**config.mk**
```make
export PLATFORM = sky130hd
export DESIGN_NAME = lattice_coefficient_bit_packer
export DESIGN_NICKNAME = d
export VERILOG_FILES = /design/src/hw/rtl/lcbp_pkg.sv /design/src/hw/rtl/lcbp_front.sv /design/src/hw/rtl/lcbp_queue.sv /design/src/hw/rtl/lcbp_back.sv /design/src/hw/rtl/lattice_coefficient_bit_packer.sv
export VERILOG_INCLUDE_DIRS = /design/src /design/src/hw/rtl
export SDC_FILE = /design/constraint.sdc
export NUM_CORES = 1
export LEC_CHECK = 0
export BUFFER_PORTS_ARGS = -buffer_cell sky130_fd_sc_hd__buf_2
export CAP_MARGIN = 20
export CORE_ASPECT_RATIO = 0.6
export CORE_MARGIN = 1.5
export CORE_UTILIZATION = 50
export DETAILED_ROUTE_END_ITERATION = 8
export PLACE_DENSITY = 0.76
export SETUP_SLACK_MARGIN = 0.4
export SLEW_MARGIN = 20
export SYNTH_ARGS = -nofsm -noshare
export SYNTH_HDL_FRONTEND = slang
export SYNTH_SLANG_ARGS = --single-unit
```
**constraint.sdc**
```tcl
create_clock -name i_clk -period 6.11 [get_ports i_clk]
set_clock_uncertainty 0.2 [all_clocks]
set_input_delay 0.611 -clock i_clk [delete_from_list [all_inputs] [get_ports i_clk]]
set_output_delay 0.611 -clock i_clk [all_outputs]
set_load 0.03 [all_outputs]
```
**src/hw/rtl/lattice_coefficient_bit_packer_assert.svh**
```systemverilog
// Assertion macros for the bit packer.
`ifndef LATTICE_COEFFICIENT_BIT_PACKER_ASSERT_SVH
`define LATTICE_COEFFICIENT_BIT_PACKER_ASSERT_SVH

`ifndef SYNTH
`define LCBP_ASSERT_SAME(lbl, clk, rst_n, ante, cons, msg) \
    lbl: assert property (@(posedge clk) disable iff (!rst_n) (ante) |-> (cons)) \
        else $error(msg);
`define LCBP_ASSERT_NEXT(lbl, clk, rst_n, ante, cons, msg) \
    lbl: assert property (@(posedge clk) disable iff (!rst_n) (ante) |=> (cons)) \
        else $error(msg);
`else
`define LCBP_ASSERT_SAME(lbl, clk, rst_n, ante, cons, msg)
`define LCBP_ASSERT_NEXT(lbl, clk, rst_n, ante, cons, msg)
`endif

`endif

```
**src/hw/rtl/lcbp_pkg.sv**
```systemverilog
package lcbp_pkg;

    localparam int AccW    = 25;
    localparam int PendW   = 3;
    localparam int NbW     = 3;
    localparam int CfgIdxW = 2;
    localparam int CfgDatW = 18;
    localparam int QDepth  = 4;
    localparam int QPtrW   = $clog2(QDepth);

    localparam logic [2:0] FmtSix   = 3'd0;
    localparam logic [2:0] FmtGamma = 3'd1;
    localparam logic [2:0] FmtLow   = 3'd2;
    localparam logic [2:0] FmtTen   = 3'd3;
    localparam logic [2:0] FmtEta   = 3'd4;

    localparam logic [CfgIdxW-1:0] CfgFormat = 2'd0;
    localparam logic [CfgIdxW-1:0] CfgGamma  = 2'd1;
    localparam logic [CfgIdxW-1:0] CfgEta    = 2'd2;
    localparam logic [CfgIdxW-1:0] CfgLow    = 2'd3;

    localparam logic [2:0]  FormatRst = 3'd0;
    localparam logic [17:0] GammaRst  = 18'd131072;
    localparam logic [1:0]  EtaRst    = 2'd2;
    localparam logic [12:0] LowRst    = 13'd4096;

    typedef struct packed {
        logic [AccW-1:0] word;
        logic [NbW-1:0]  nbytes;
        logic            eop;
    } t_entry;

    typedef struct packed {
        logic   valid;
        t_entry entry;
    } t_push;

    typedef struct packed {
        logic empty;
        logic full;
    } t_q_stat;

    typedef struct packed {
        logic pop;
        logic busy;
    } t_back_stat;

endpackage

```
**src/hw/rtl/lcbp_front.sv**
```systemverilog
module lcbp_front #(
    parameter int COEFF_BITS = 24
) (
    input  logic                         i_clk,
    input  logic                         i_rst_n,
    input  logic                         i_cfg_valid,
    input  logic [lcbp_pkg::CfgIdxW-1:0] i_cfg_index,
    input  logic [lcbp_pkg::CfgDatW-1:0] i_cfg_data,
    input  logic                         i_valid,
    output logic                         o_ready,
    input  logic [COEFF_BITS-1:0]        i_coefficient,
    input  logic                         i_last_coefficient,
    input  lcbp_pkg::t_q_stat            i_q_stat,
    output lcbp_pkg::t_push              o_push
);

    logic [2:0]  r_format;
    logic [17:0] r_gamma;
    logic [1:0]  r_eta;
    logic [12:0] r_low;

    logic [lcbp_pkg::AccW-1:0]  r_acc, n_acc;
    logic [lcbp_pkg::PendW-1:0] r_pend, n_pend;

    logic [17:0]               field;
    logic [4:0]                width;
    logic [lcbp_pkg::AccW-1:0] merged;
    logic [4:0]                total;
    logic [1:0]                full_bytes;
    logic [2:0]                rem_bits;
    logic                      accept;

    always_ff @(posedge i_clk) begin
        if (!i_rst_n) begin
            r_format <= lcbp_pkg::FormatRst;
            r_gamma  <= lcbp_pkg::GammaRst;
            r_eta    <= lcbp_pkg::EtaRst;
            r_low    <= lcbp_pkg::LowRst;
        end else if (i_cfg_valid) begin
            unique case (i_cfg_index)
                lcbp_pkg::CfgFormat: r_format <= i_cfg_data[2:0];
                lcbp_pkg::CfgGamma:  r_gamma  <= i_cfg_data[17:0];
                lcbp_pkg::CfgEta:    r_eta    <= i_cfg_data[1:0];
                lcbp_pkg::CfgLow:    r_low    <= i_cfg_data[12:0];
                default: ;
            endcase
        end
    end

    always_comb begin
        unique case (r_format)
            lcbp_pkg::FmtSix: begin
                field = {12'd0, i_coefficient[5:0]};
                width = 5'd6;
            end
            lcbp_pkg::FmtGamma: begin
                field = r_gamma - i_coefficient[17:0];
                width = 5'd18;
            end
            lcbp_pkg::FmtLow: begin
                field = {5'd0, r_low - i_coefficient[12:0]};
                width = 5'd13;
            end
            lcbp_pkg::FmtTen: begin
                field = {8'd0, i_coefficient[9:0]};
                width = 5'd10;
            end
            lcbp_pkg::FmtEta: begin
                field = {15'd0, {1'b0, r_eta} - i_coefficient[2:0]};
                width = 5'd3;
            end
            default: begin
                field = 18'd0;
                width = 5'd0;
            end
        endcase
    end

    assign o_ready    = !i_q_stat.full;
    assign accept     = i_valid && o_ready;
    assign merged     = r_acc | ({{(lcbp_pkg::AccW-18){1'b0}}, field} << r_pend);
    assign total      = {2'd0, r_pend} + width;
    assign full_bytes = total[4:3];
    assign rem_bits   = total[2:0];

    always_comb begin
        o_push.entry.word   = merged;
        o_push.entry.nbytes = {1'b0, full_bytes}
                            + {2'd0, i_last_coefficient && (rem_bits != 3'd0)};
        o_push.entry.eop    = i_last_coefficient;
        o_push.valid        = accept && (o_push.entry.nbytes != 3'd0);
        if (i_last_coefficient) begin
            n_acc  = '0;
            n_pend = '0;
        end else begin
            n_acc  = merged >> {full_bytes, 3'b000};
            n_pend = rem_bits;
        end
    end

    always_ff @(posedge i_clk) begin
        if (!i_rst_n) begin
            r_acc  <= '0;
            r_pend <= '0;
        end else if (accept) begin
            r_acc  <= n_acc;
            r_pend <= n_pend;
        end
    end

endmodule

```
**src/hw/rtl/lcbp_queue.sv**
```systemverilog
module lcbp_queue (
    input  logic                i_clk,
    input  logic                i_rst_n,
    input  lcbp_pkg::t_push     i_push,
    input  logic                i_pop,
    output lcbp_pkg::t_entry    o_head,
    output lcbp_pkg::t_q_stat   o_stat
);

    lcbp_pkg::t_entry r_mem [lcbp_pkg::QDepth];

    logic [lcbp_pkg::QPtrW-1:0] r_wr_ptr, r_rd_ptr;
    logic [lcbp_pkg::QPtrW:0]   r_count;

    always_ff @(posedge i_clk) begin
        if (i_push.valid) begin
            r_mem[r_wr_ptr] <= i_push.entry;
        end
    end

    always_ff @(posedge i_clk) begin
        if (!i_rst_n) begin
            r_wr_ptr <= '0;
            r_rd_ptr <= '0;
            r_count  <= '0;
        end else begin
            if (i_push.valid) begin
                r_wr_ptr <= r_wr_ptr + 1'b1;
            end
            if (i_pop) begin
                r_rd_ptr <= r_rd_ptr + 1'b1;
            end
            r_count <= r_count + {{lcbp_pkg::QPtrW{1'b0}}, i_push.valid}
                               - {{lcbp_pkg::QPtrW{1'b0}}, i_pop};
        end
    end

    assign o_head       = r_mem[r_rd_ptr];
    assign o_stat.empty = (r_count == '0);
    assign o_stat.full  = (r_count == (lcbp_pkg::QPtrW+1)'(lcbp_pkg::QDepth));

endmodule

```
**src/hw/rtl/lcbp_back.sv**
```systemverilog
module lcbp_back (
    input  logic                  i_clk,
    input  logic                  i_rst_n,
    input  lcbp_pkg::t_entry      i_head,
    input  lcbp_pkg::t_q_stat     i_q_stat,
    output lcbp_pkg::t_back_stat  o_stat,
    output logic                  o_valid,
    input  logic                  i_ready,
    output logic [7:0]            o_packed_byte,
    output logic                  o_end_of_polynomial
);

    logic [lcbp_pkg::AccW-1:0] r_word;
    logic [lcbp_pkg::NbW-1:0]  r_left;
    logic                      r_eop;
    logic                      r_out_valid;
    logic [7:0]                r_out_byte;
    logic                      r_out_eop;
    logic                      adv;
    logic                      pop;

    assign adv = !r_out_valid || i_ready;
    assign pop = !i_q_stat.empty && ((r_left == '0) || (adv && (r_left == 3'd1)));

    always_ff @(posedge i_clk) begin
        if (!i_rst_n) begin
            r_left      <= '0;
            r_out_valid <= 1'b0;
        end else begin
            if (pop) begin
                r_left <= i_head.nbytes;
            end else if (adv && (r_left != '0)) begin
                r_left <= r_left - 1'b1;
            end
            if (adv) begin
                r_out_valid <= (r_left != '0);
            end
        end
    end

    always_ff @(posedge i_clk) begin
        if (pop) begin
            r_word <= i_head.word;
            r_eop  <= i_head.eop;
        end else if (adv && (r_left != '0)) begin
            r_word <= r_word >> 8;
        end
        if (adv && (r_left != '0)) begin
            r_out_byte <= r_word[7:0];
            r_out_eop  <= r_eop && (r_left == 3'd1);
        end
    end

    assign o_stat.pop          = pop;
    assign o_stat.busy         = (r_left != '0);
    assign o_valid             = r_out_valid;
    assign o_packed_byte       = r_out_byte;
    assign o_end_of_polynomial = r_out_eop;

endmodule

```
**src/hw/rtl/lattice_coefficient_bit_packer.sv**
```systemverilog
// Accepted coefficients pass the queue, shift and output registers to o_valid.
// Throughput: one byte per cycle at the output register while i_ready is high; a
// coefficient completes up to 3 bytes, 4 with the closing byte.
// The single byte-wide output port sets the rate; a 4-entry queue decouples input.
// Reset: i_rst_n synchronous, active low; clears the accumulator, queue and
// output valid, and loads format 0 and the default offsets.
module lattice_coefficient_bit_packer #(
    parameter int COEFF_BITS = 24
) (
    input  logic                         i_clk,
    input  logic                         i_rst_n,
    input  logic                         i_cfg_valid,
    output logic                         o_cfg_ready,
    input  logic [lcbp_pkg::CfgIdxW-1:0] i_cfg_index,
    input  logic [lcbp_pkg::CfgDatW-1:0] i_cfg_data,
    input  logic                         i_valid,
    output logic                         o_ready,
    input  logic [COEFF_BITS-1:0]        i_coefficient,
    input  logic                         i_last_coefficient,
    output logic                         o_valid,
    input  logic                         i_ready,
    output logic [7:0]                   o_packed_byte,
    output logic                         o_end_of_polynomial
);

    lcbp_pkg::t_push      push;
    lcbp_pkg::t_entry     head;
    lcbp_pkg::t_q_stat    q_stat;
    lcbp_pkg::t_back_stat bk_stat;

    assign o_cfg_ready = 1'b1;

    lcbp_front #(
        .COEFF_BITS(COEFF_BITS)
    ) u_front (
        .i_clk              (i_clk),
        .i_rst_n            (i_rst_n),
        .i_cfg_valid        (i_cfg_valid),
        .i_cfg_index        (i_cfg_index),
        .i_cfg_data         (i_cfg_data),
        .i_valid            (i_valid),
        .o_ready            (o_ready),
        .i_coefficient      (i_coefficient),
        .i_last_coefficient (i_last_coefficient),
        .i_q_stat           (q_stat),
        .o_push             (push)
    );

    lcbp_queue u_queue (
        .i_clk   (i_clk),
        .i_rst_n (i_rst_n),
        .i_push  (push),
        .i_pop   (bk_stat.pop),
        .o_head  (head),
        .o_stat  (q_stat)
    );

    lcbp_back u_back (
        .i_clk               (i_clk),
        .i_rst_n             (i_rst_n),
        .i_head              (head),
        .i_q_stat            (q_stat),
        .o_stat              (bk_stat),
        .o_valid             (o_valid),
        .i_ready             (i_ready),
        .o_packed_byte       (o_packed_byte),
        .o_end_of_polynomial (o_end_of_polynomial)
    );

`include "lattice_coefficient_bit_packer_assert.svh"

    `LCBP_ASSERT_SAME(a_no_overflow, i_clk, i_rst_n, push.valid, !q_stat.full, "queue overflow")
    `LCBP_ASSERT_SAME(a_no_underflow, i_clk, i_rst_n, bk_stat.pop, !q_stat.empty, "queue underflow")
    `LCBP_ASSERT_NEXT(a_load_busy, i_clk, i_rst_n, bk_stat.pop, bk_stat.busy, "empty transaction loaded")

endmodule
```
==> impl_metrics.toml, run 1 <==
[timing]
fmax_mhz = 217
hold_viol = 0
rsz0062_at_grt = "false"
whs_ns = 0.117
setup_viol = 0
final_max_slew_viol_count = 0
tns_ns = 0
worst_slew_margin_rel_pct = 20.4
tightest_slew_ns = 1.18
fin_crit_ns = 4.61
fin_crit_sh_pct = 75.4

[clocking]
clock_sinks = 228
htreeDepth = 1
clk-insertion-delay-late_ns = 0.53
cts.repair.resized = 0
clock_path_buffers = 3
cts_tree = "done"
clk_pin_slew_ns = 0.07
postCtsSetupBuffers = 0
hold_buffers = 0
root_buffer = "clkbuf_16"
cts_made_buffers = 22

[worst_setup_path]
startpoint_type = "flip-flop"
cp-end-kind = "flip-flop"
max_stage_delay_ns = 0.78
crit_required_ns = 6.13
path_common_cell = "ha_1"
crit_type = "reg -> reg"
worstPathMaxFanout = 20
rr_worst_depth = 12
slowest_stage = "dfxtp_1"
crit_chain = "nand2b_1 > a21oi_1 > ha_1 > fa_1 > a211oi_1 > nor3b_2 > ha_1 > nor3_1 > nor2_1 > buf_4 > and2_1 > buf_12"
cp.arrival_ns = 4.63

[drt]
vias = 9477
ant_nets = 0
dr.pass1.iters = 8
wire_per_inst_um = 20.3
dr.first_iter.drc_count = 1159
routed_wl_mm = 30.9
drc_errors = 0
via_per_inst = 6.22

[die]
die_area_mm2 = 0.0256
pin_count = 62
die_h_um = 125
row_count = 44
core-area_mm2 = 0.0242
die_x_um = 206
start_util_pct = 51.0

[power]
power.density_mw_per_mm2 = 362
p_leak_uw = 0.00512
vdd_drop_max_mv = 0.188

[synth]
syn_avg_cell_area_um2 = 10.7
synth.distinct_cells = 86
yosysSeqAreaShare_pct = 49.3
synth_cells = 1146
syn_area_mm2 = 0.0123
ys.flop_type = "edfxtp_1"
ys_ff_latch = 228
syn-num-nets = 1245
synth-async-reset-ratio_pct = 0
ys_warn_count = 0
synth_edf_count = 151

[grt]
grt_usage_pct = 24.3
grt_first_pass_wirelength_mm = 48.8
grt_start_max_net_pins = 53
antenna_found_initial = 0
grt_pass1_vias = 8822
overflow = 0

[finish]
fin_nets = 1283
nFillCells = 2022
drive_gt1_share_pct = 15.8
area_delta_synth_final_pct = 11.3
fin_cells = 1523
finalInstanceArea_mm2 = 0.0137

[status]
status = "finished clean"

[placement]
place_area_mm2 = 0.0129
dp_hpwl_mm = 21.7
port-buffer-count = 54
place_congestion = 0.937
dp_cells = 1482

[flow_run]
drv_cap = 0

[min_path]
hold_path.class = "in -> reg"
holdPathStages = 3
placed cells by master, fill, tap and decap left out, drive strengths merged, types with 6 or more instances in the layout:
cell type  Yosys  layout
xnor2         10      10
o21ai         30      30
a21o          18      18
and2          23      23
nand4          8       8
clkbuf        49      26
mux2i         15      15
nand2b        10      10
o31ai         11      11
mux4          34      34
o211ai        12      12
nand2        128     128
a221oi         7       7
nor2          81      81
inv           55      57
o21a          13      13
or2           10      10
nand3b         6       6
and3           6       6
nor3          34      34
buf           11      74
ha            44      44
nand3         26      26
o2111ai        6       6
a22oi          8       8
o311ai         7       7
a21oi         91      91
nor4           9       9
xor2          10      10
or3           11      11
clkinv         1       7
edfxtp       151     151
a31oi          8       8
nor3b          6       6
mux2          22      22
a211oi        17      17
dfxtp         77      77
report_power, final:
| part | leakage, uW | switching [uW] | internal [uW] |
|---|---|---|---|
| sequential | 0.00205 | 124 | 2030 |
| clock | 0.000362 | 609 | 849 |
| combinational | 0.00271 | 814 | 538 |
registers in the layout, indices dropped and copies added, names as in the netlist, named ones only:
signal                      count
u_queue.r_mem                 116
u_back.o_valid                  1
u_queue.r_count                 3
u_back.o_packed_byte            8
u_queue.r_wr_ptr                2
u_front.r_eta                   2
u_back.o_end_of_polynomial      1
u_front.r_pend                  3
u_front.r_low                  13
u_back.r_word                  25
u_front.r_acc                  25
u_back.r_eop                    1
u_front.r_gamma                18
u_queue.r_rd_ptr                2
u_front.r_format                3
u_back.r_left                   3
worst max-delay path: cells and delay by family (launching register included):
family | cells | cell delay [ns]
fa+ha+maj | 3 | 0.79
compound gates | 2 | 0.30
buf+inv | 2 | 0.49
flops | 1 | 0.78
simple gates | 5 | 1.72
kinds of logic after synthesis:
group / count (synthesis) / synth area share [%]
AND/OR/NAND/NOR: 374 / 14.6
XOR/XNOR: 20 / 1.42
other: 1 / 0.0304
multiplexers: 71 / 9.51
AO/OA/AOI/OAI: 287 / 16.2
buffers and inverters: 116 / 3.62
flip-flops: 228 / 49.3
adder cells (fa/ha/maj): 49 / 5.28
metal layers:
metal / wire length (um) / vias to the layer above / GRT usage [%]
met3: 3280 / 41 / 5.08
met4: 379 / 0 / 3.95
met5: 0 / - / 0
met1: 14900 / 4574 / 39.8
met2: 12400 / 457 / 32.8
li1: - / 4405 / -
synthesized netlist by cell type (6+ instances only):
library cell / number / area share (%)
mux2_2: 22 / 2.0
xor2_1: 10 / 0.71
a31oi_1: 8 / 0.41
dfxtp_1: 77 / 13
or2_2: 8 / 0.41
mux4_2: 32 / 5.9
a21o_1: 18 / 1.1
nand4_1: 8 / 0.41
o2111ai_1: 6 / 0.43
nor2_1: 80 / 2.4
inv_1: 53 / 1.6
o21a_1: 13 / 0.79
o31ai_1: 10 / 0.61
edfxtp_1: 151 / 37
or3_1: 11 / 0.56
nor4_1: 9 / 0.46
o311ai_0: 6 / 0.43
o21ai_0: 29 / 1.2
nand3_1: 26 / 1.1
nand2b_1: 10 / 0.51
nand2_1: 128 / 3.9
a221oi_1: 7 / 0.50
a22oi_1: 7 / 0.43
and2_1: 22 / 1.1
mux2i_1: 15 / 1.2
ha_1: 44 / 4.5
clkbuf_1: 49 / 1.5
nand3b_1: 6 / 0.37
o211ai_1: 11 / 0.67
a21oi_1: 88 / 3.6
nor3_1: 34 / 1.4
a211oi_1: 16 / 0.98
xnor2_1: 10 / 0.71
worst paths after layout:
check	slack, ns	start	endpoint
max reg2reg	1.50	u_front.r_format[1]	u_queue.r_mem[2][6]
max	1.50	u_front.r_format[1]	u_queue.r_mem[2][6]
min reg2reg	0.21	u_back.r_word[7]	u_back.o_packed_byte[7]
min	0.12	i_cfg_data[17]	u_front.r_gamma[17]
per-stage QoR:
step,utilization (%),power [uW],setup slack (ns)
6_report,56.7,4970,1.50
5_1_grt,56.7,5190,1.16
4_1_cts,56.7,4980,1.57
3_5_place_dp,53.5,3530,1.57
3_3_place_gp,53.4,3480,1.65
2_1_floorplan,-,3120,1.51
area by class of cell:
class	count	area (um2)	share of cell area, %
Multi-Input combinational cell	802	5810	42.4
Clock inverter	14	188	1.37
Tap cell	322	403	2.94
Sequential cell	228	6080	44.3
Clock buffer	26	576	4.20
Inverter	56	210	1.53
Timing Repair Buffer	74	445	3.25
Antenna cell	1	2.50	0.0183
No activity file was read; power rests on OpenSTA's default activity.
==> run 2, diff against run 1 <==
==> constraint.sdc (replaced) <==
create_clock -name i_clk -period 4.4 [get_ports i_clk]
set_clock_uncertainty 0.2 [all_clocks]
set_input_delay 0.44 -clock i_clk [delete_from_list [all_inputs] [get_ports i_clk]]
set_output_delay 0.44 -clock i_clk [all_outputs]
set_load 0.03 [all_outputs]
==> impl_metrics.toml, run 2 (synthesis gave the netlist of run 1 again) <==
[clocking]
cts_tree = "done"
cts_made_buffers = 22
clk_pin_slew_ns = 0.06
postCtsSetupBuffers = 0
clock_path_buffers = 3
htreeDepth = 1
clk-insertion-delay-late_ns = 0.53
clock_sinks = 228
root_buffer = "clkbuf_16"

[placement]
dp_hpwl_mm = 21.9
port-buffer-count = 54
place_congestion = 0.958

[timing]
setup_viol = 0
final_max_slew_viol_count = 0
fin_crit_ns = 3.97
worst_slew_margin_rel_pct = 39.5
fmax_mhz = 252
hold_viol = 0
fin_crit_sh_pct = 90.3
rsz0062_at_grt = "true"
tns_ns = 0
tightest_slew_ns = 0.906

[die]
die_area_mm2 = 0.0256
die_h_um = 125
pin_count = 62
core-area_mm2 = 0.0242
start_util_pct = 51.0
row_count = 44
die_x_um = 206

[drt]
dr.first_iter.drc_count = 1334
wire_per_inst_um = 19.9
dr.pass1.iters = 5
routed_wl_mm = 30.8
drc_errors = 0
vias = 9499
via_per_inst = 6.14
ant_nets = 0

[worst_setup_path]
path_common_cell = "a21oi_1"
crit_type = "reg -> reg"
cp.arrival_ns = 4.04
startpoint_type = "flip-flop"
max_stage_delay_ns = 0.51
slowest_stage = "o31ai_2"
worstPathMaxFanout = 5
crit_required_ns = 4.47
crit_chain = "ha_1 > nor2b_1 > o31ai_2 > a21oi_1 > o21a_1 > or3_1 > a31oi_1 > a21o_1 > a21oi_1 > or2_2"
cp-end-kind = "flip-flop"

[grt]
grt_usage_pct = 24.5
grt_first_pass_wirelength_mm = 49.2
overflow = 0
grt_pass1_vias = 8894
antenna_found_initial = 0
grt_start_max_net_pins = 49

[finish]
regMostFlops = "u_queue.r_mem"
layout_common_cells = "edfxtp_1, nand2_1, a21oi_1"
nFillCells = 1998
reg_top3 = "u_queue.r_mem: 116 flops, u_back.r_word: 25 flops, u_front.r_acc: 25 flops"
drive_gt1_share_pct = 16.5
largest_register_ffs = 116
mostFrequentLayoutCell = "edfxtp_1"
area_delta_synth_final_pct = 12.5
antenna_cells = 0
fin_nets = 1309

[power]
power.density_mw_per_mm2 = 478
p_clk_share_pct = 26.2
p_leak_uw = 0.00519
vdd_drop_max_mv = 0.295
intPower_uw = 4530
total_power_uw = 6620
seq_power_share_pct = 45.2
power_switching_uw = 2090
comb_power_share_pct = 28.6
sw_frac_of_total_pct = 31.6

[flow_run]
drv_cap = 0

[min_path]
hold_path.class = "in -> reg"

[status]
status = "finished clean"
-- run 2: cell count changes in the layout (fill, tap and decap cells not counted), sizes merged --
cell         before  now
diode             1    0
clkinv            7    9
buf              74   81
dlygate4sd3       0   19
bufinv            4    0
inv              57   55
clkinvlp          2    3
clkbuf           26   28
-- run 2: path summary, 6_finish.rpt --
| check | from | cells past startpoint | to | slack, ns |
|---|---|---|---|---|
| worst min register to register | u_back.r_word[4] | 0 | u_back.o_packed_byte[4] | 0.22 |
| worst min-delay path | i_rst_n | 3 | u_queue.r_wr_ptr[0] | 0.08 |
| worst max-delay path | u_front.r_gamma[1] | 10 | u_queue.r_mem[0][20] | 0.43 |
| worst max register to register | u_front.r_gamma[1] | 10 | u_queue.r_mem[0][20] | 0.43 |
-- run 2: metal layers --
metal	part of all wire, %	track usage (%)	vias up
met5	0	0	-
met4	1.1	3.74	0
met3	12	7.48	28
met2	40	32.8	479
met1	47	38.9	4538
li1	-	-	4454
-- run 2: final cells by class --
cell class	count	area, um2	share of cell area [%]
inverters	56	210	1.52
repair buffers	100	663	4.79
well taps	322	403	2.91
clock inverters	11	67.6	0.488
multi-input cells	802	5850	42.2
flip-flops and latches	228	6080	43.9
clock buffers	28	583	4.21
-- run 2: timing repair --
| action | CTS | global route |
|---|---|---|
| setup endpoints to repair | 0 | 17 |
| hold buffers | 19 | 0 |
| hold endpoints to repair | 35 | 0 |
| resized for setup | 0 | 5 |
-- run 2: worst max-delay path, delay by kind of cell, from the launching register on --
kind | cells | cell delay (ns)
adders and majority gates | 1 | 0.25
DFF | 1 | 0.38
AOI/OAI and AO/OA | 6 | 1.92
and+or+nand+nor | 3 | 0.96
-- run 2: power groups by stage --
stage	clock network (uW)	registers, uW	logic [uW]
2_1_floorplan	0	3040	1300
3_3_place_gp	0	3020	1810
3_5_place_dp	0	3040	1860
4_1_cts	1770	3000	1890
5_1_grt	1850	3030	2080
6_report	1740	2990	1900
-- run 2: metrics by stage --
step                      cell area (um2)  instances  utilization (%)  setup WS, ns  hold slack (ns)
after global routing                13900       1547             57.3         0.393           0.0955
after floorplan                     12300       1146                -         0.421            0.200
final                               13900       1547             57.3         0.429           0.0767
after CTS                           13800       1547             57.2         0.440           0.0757
after detailed placement            13000       1489             53.7         0.225            0.206
after global placement              13000       1489             53.7         0.307            0.203
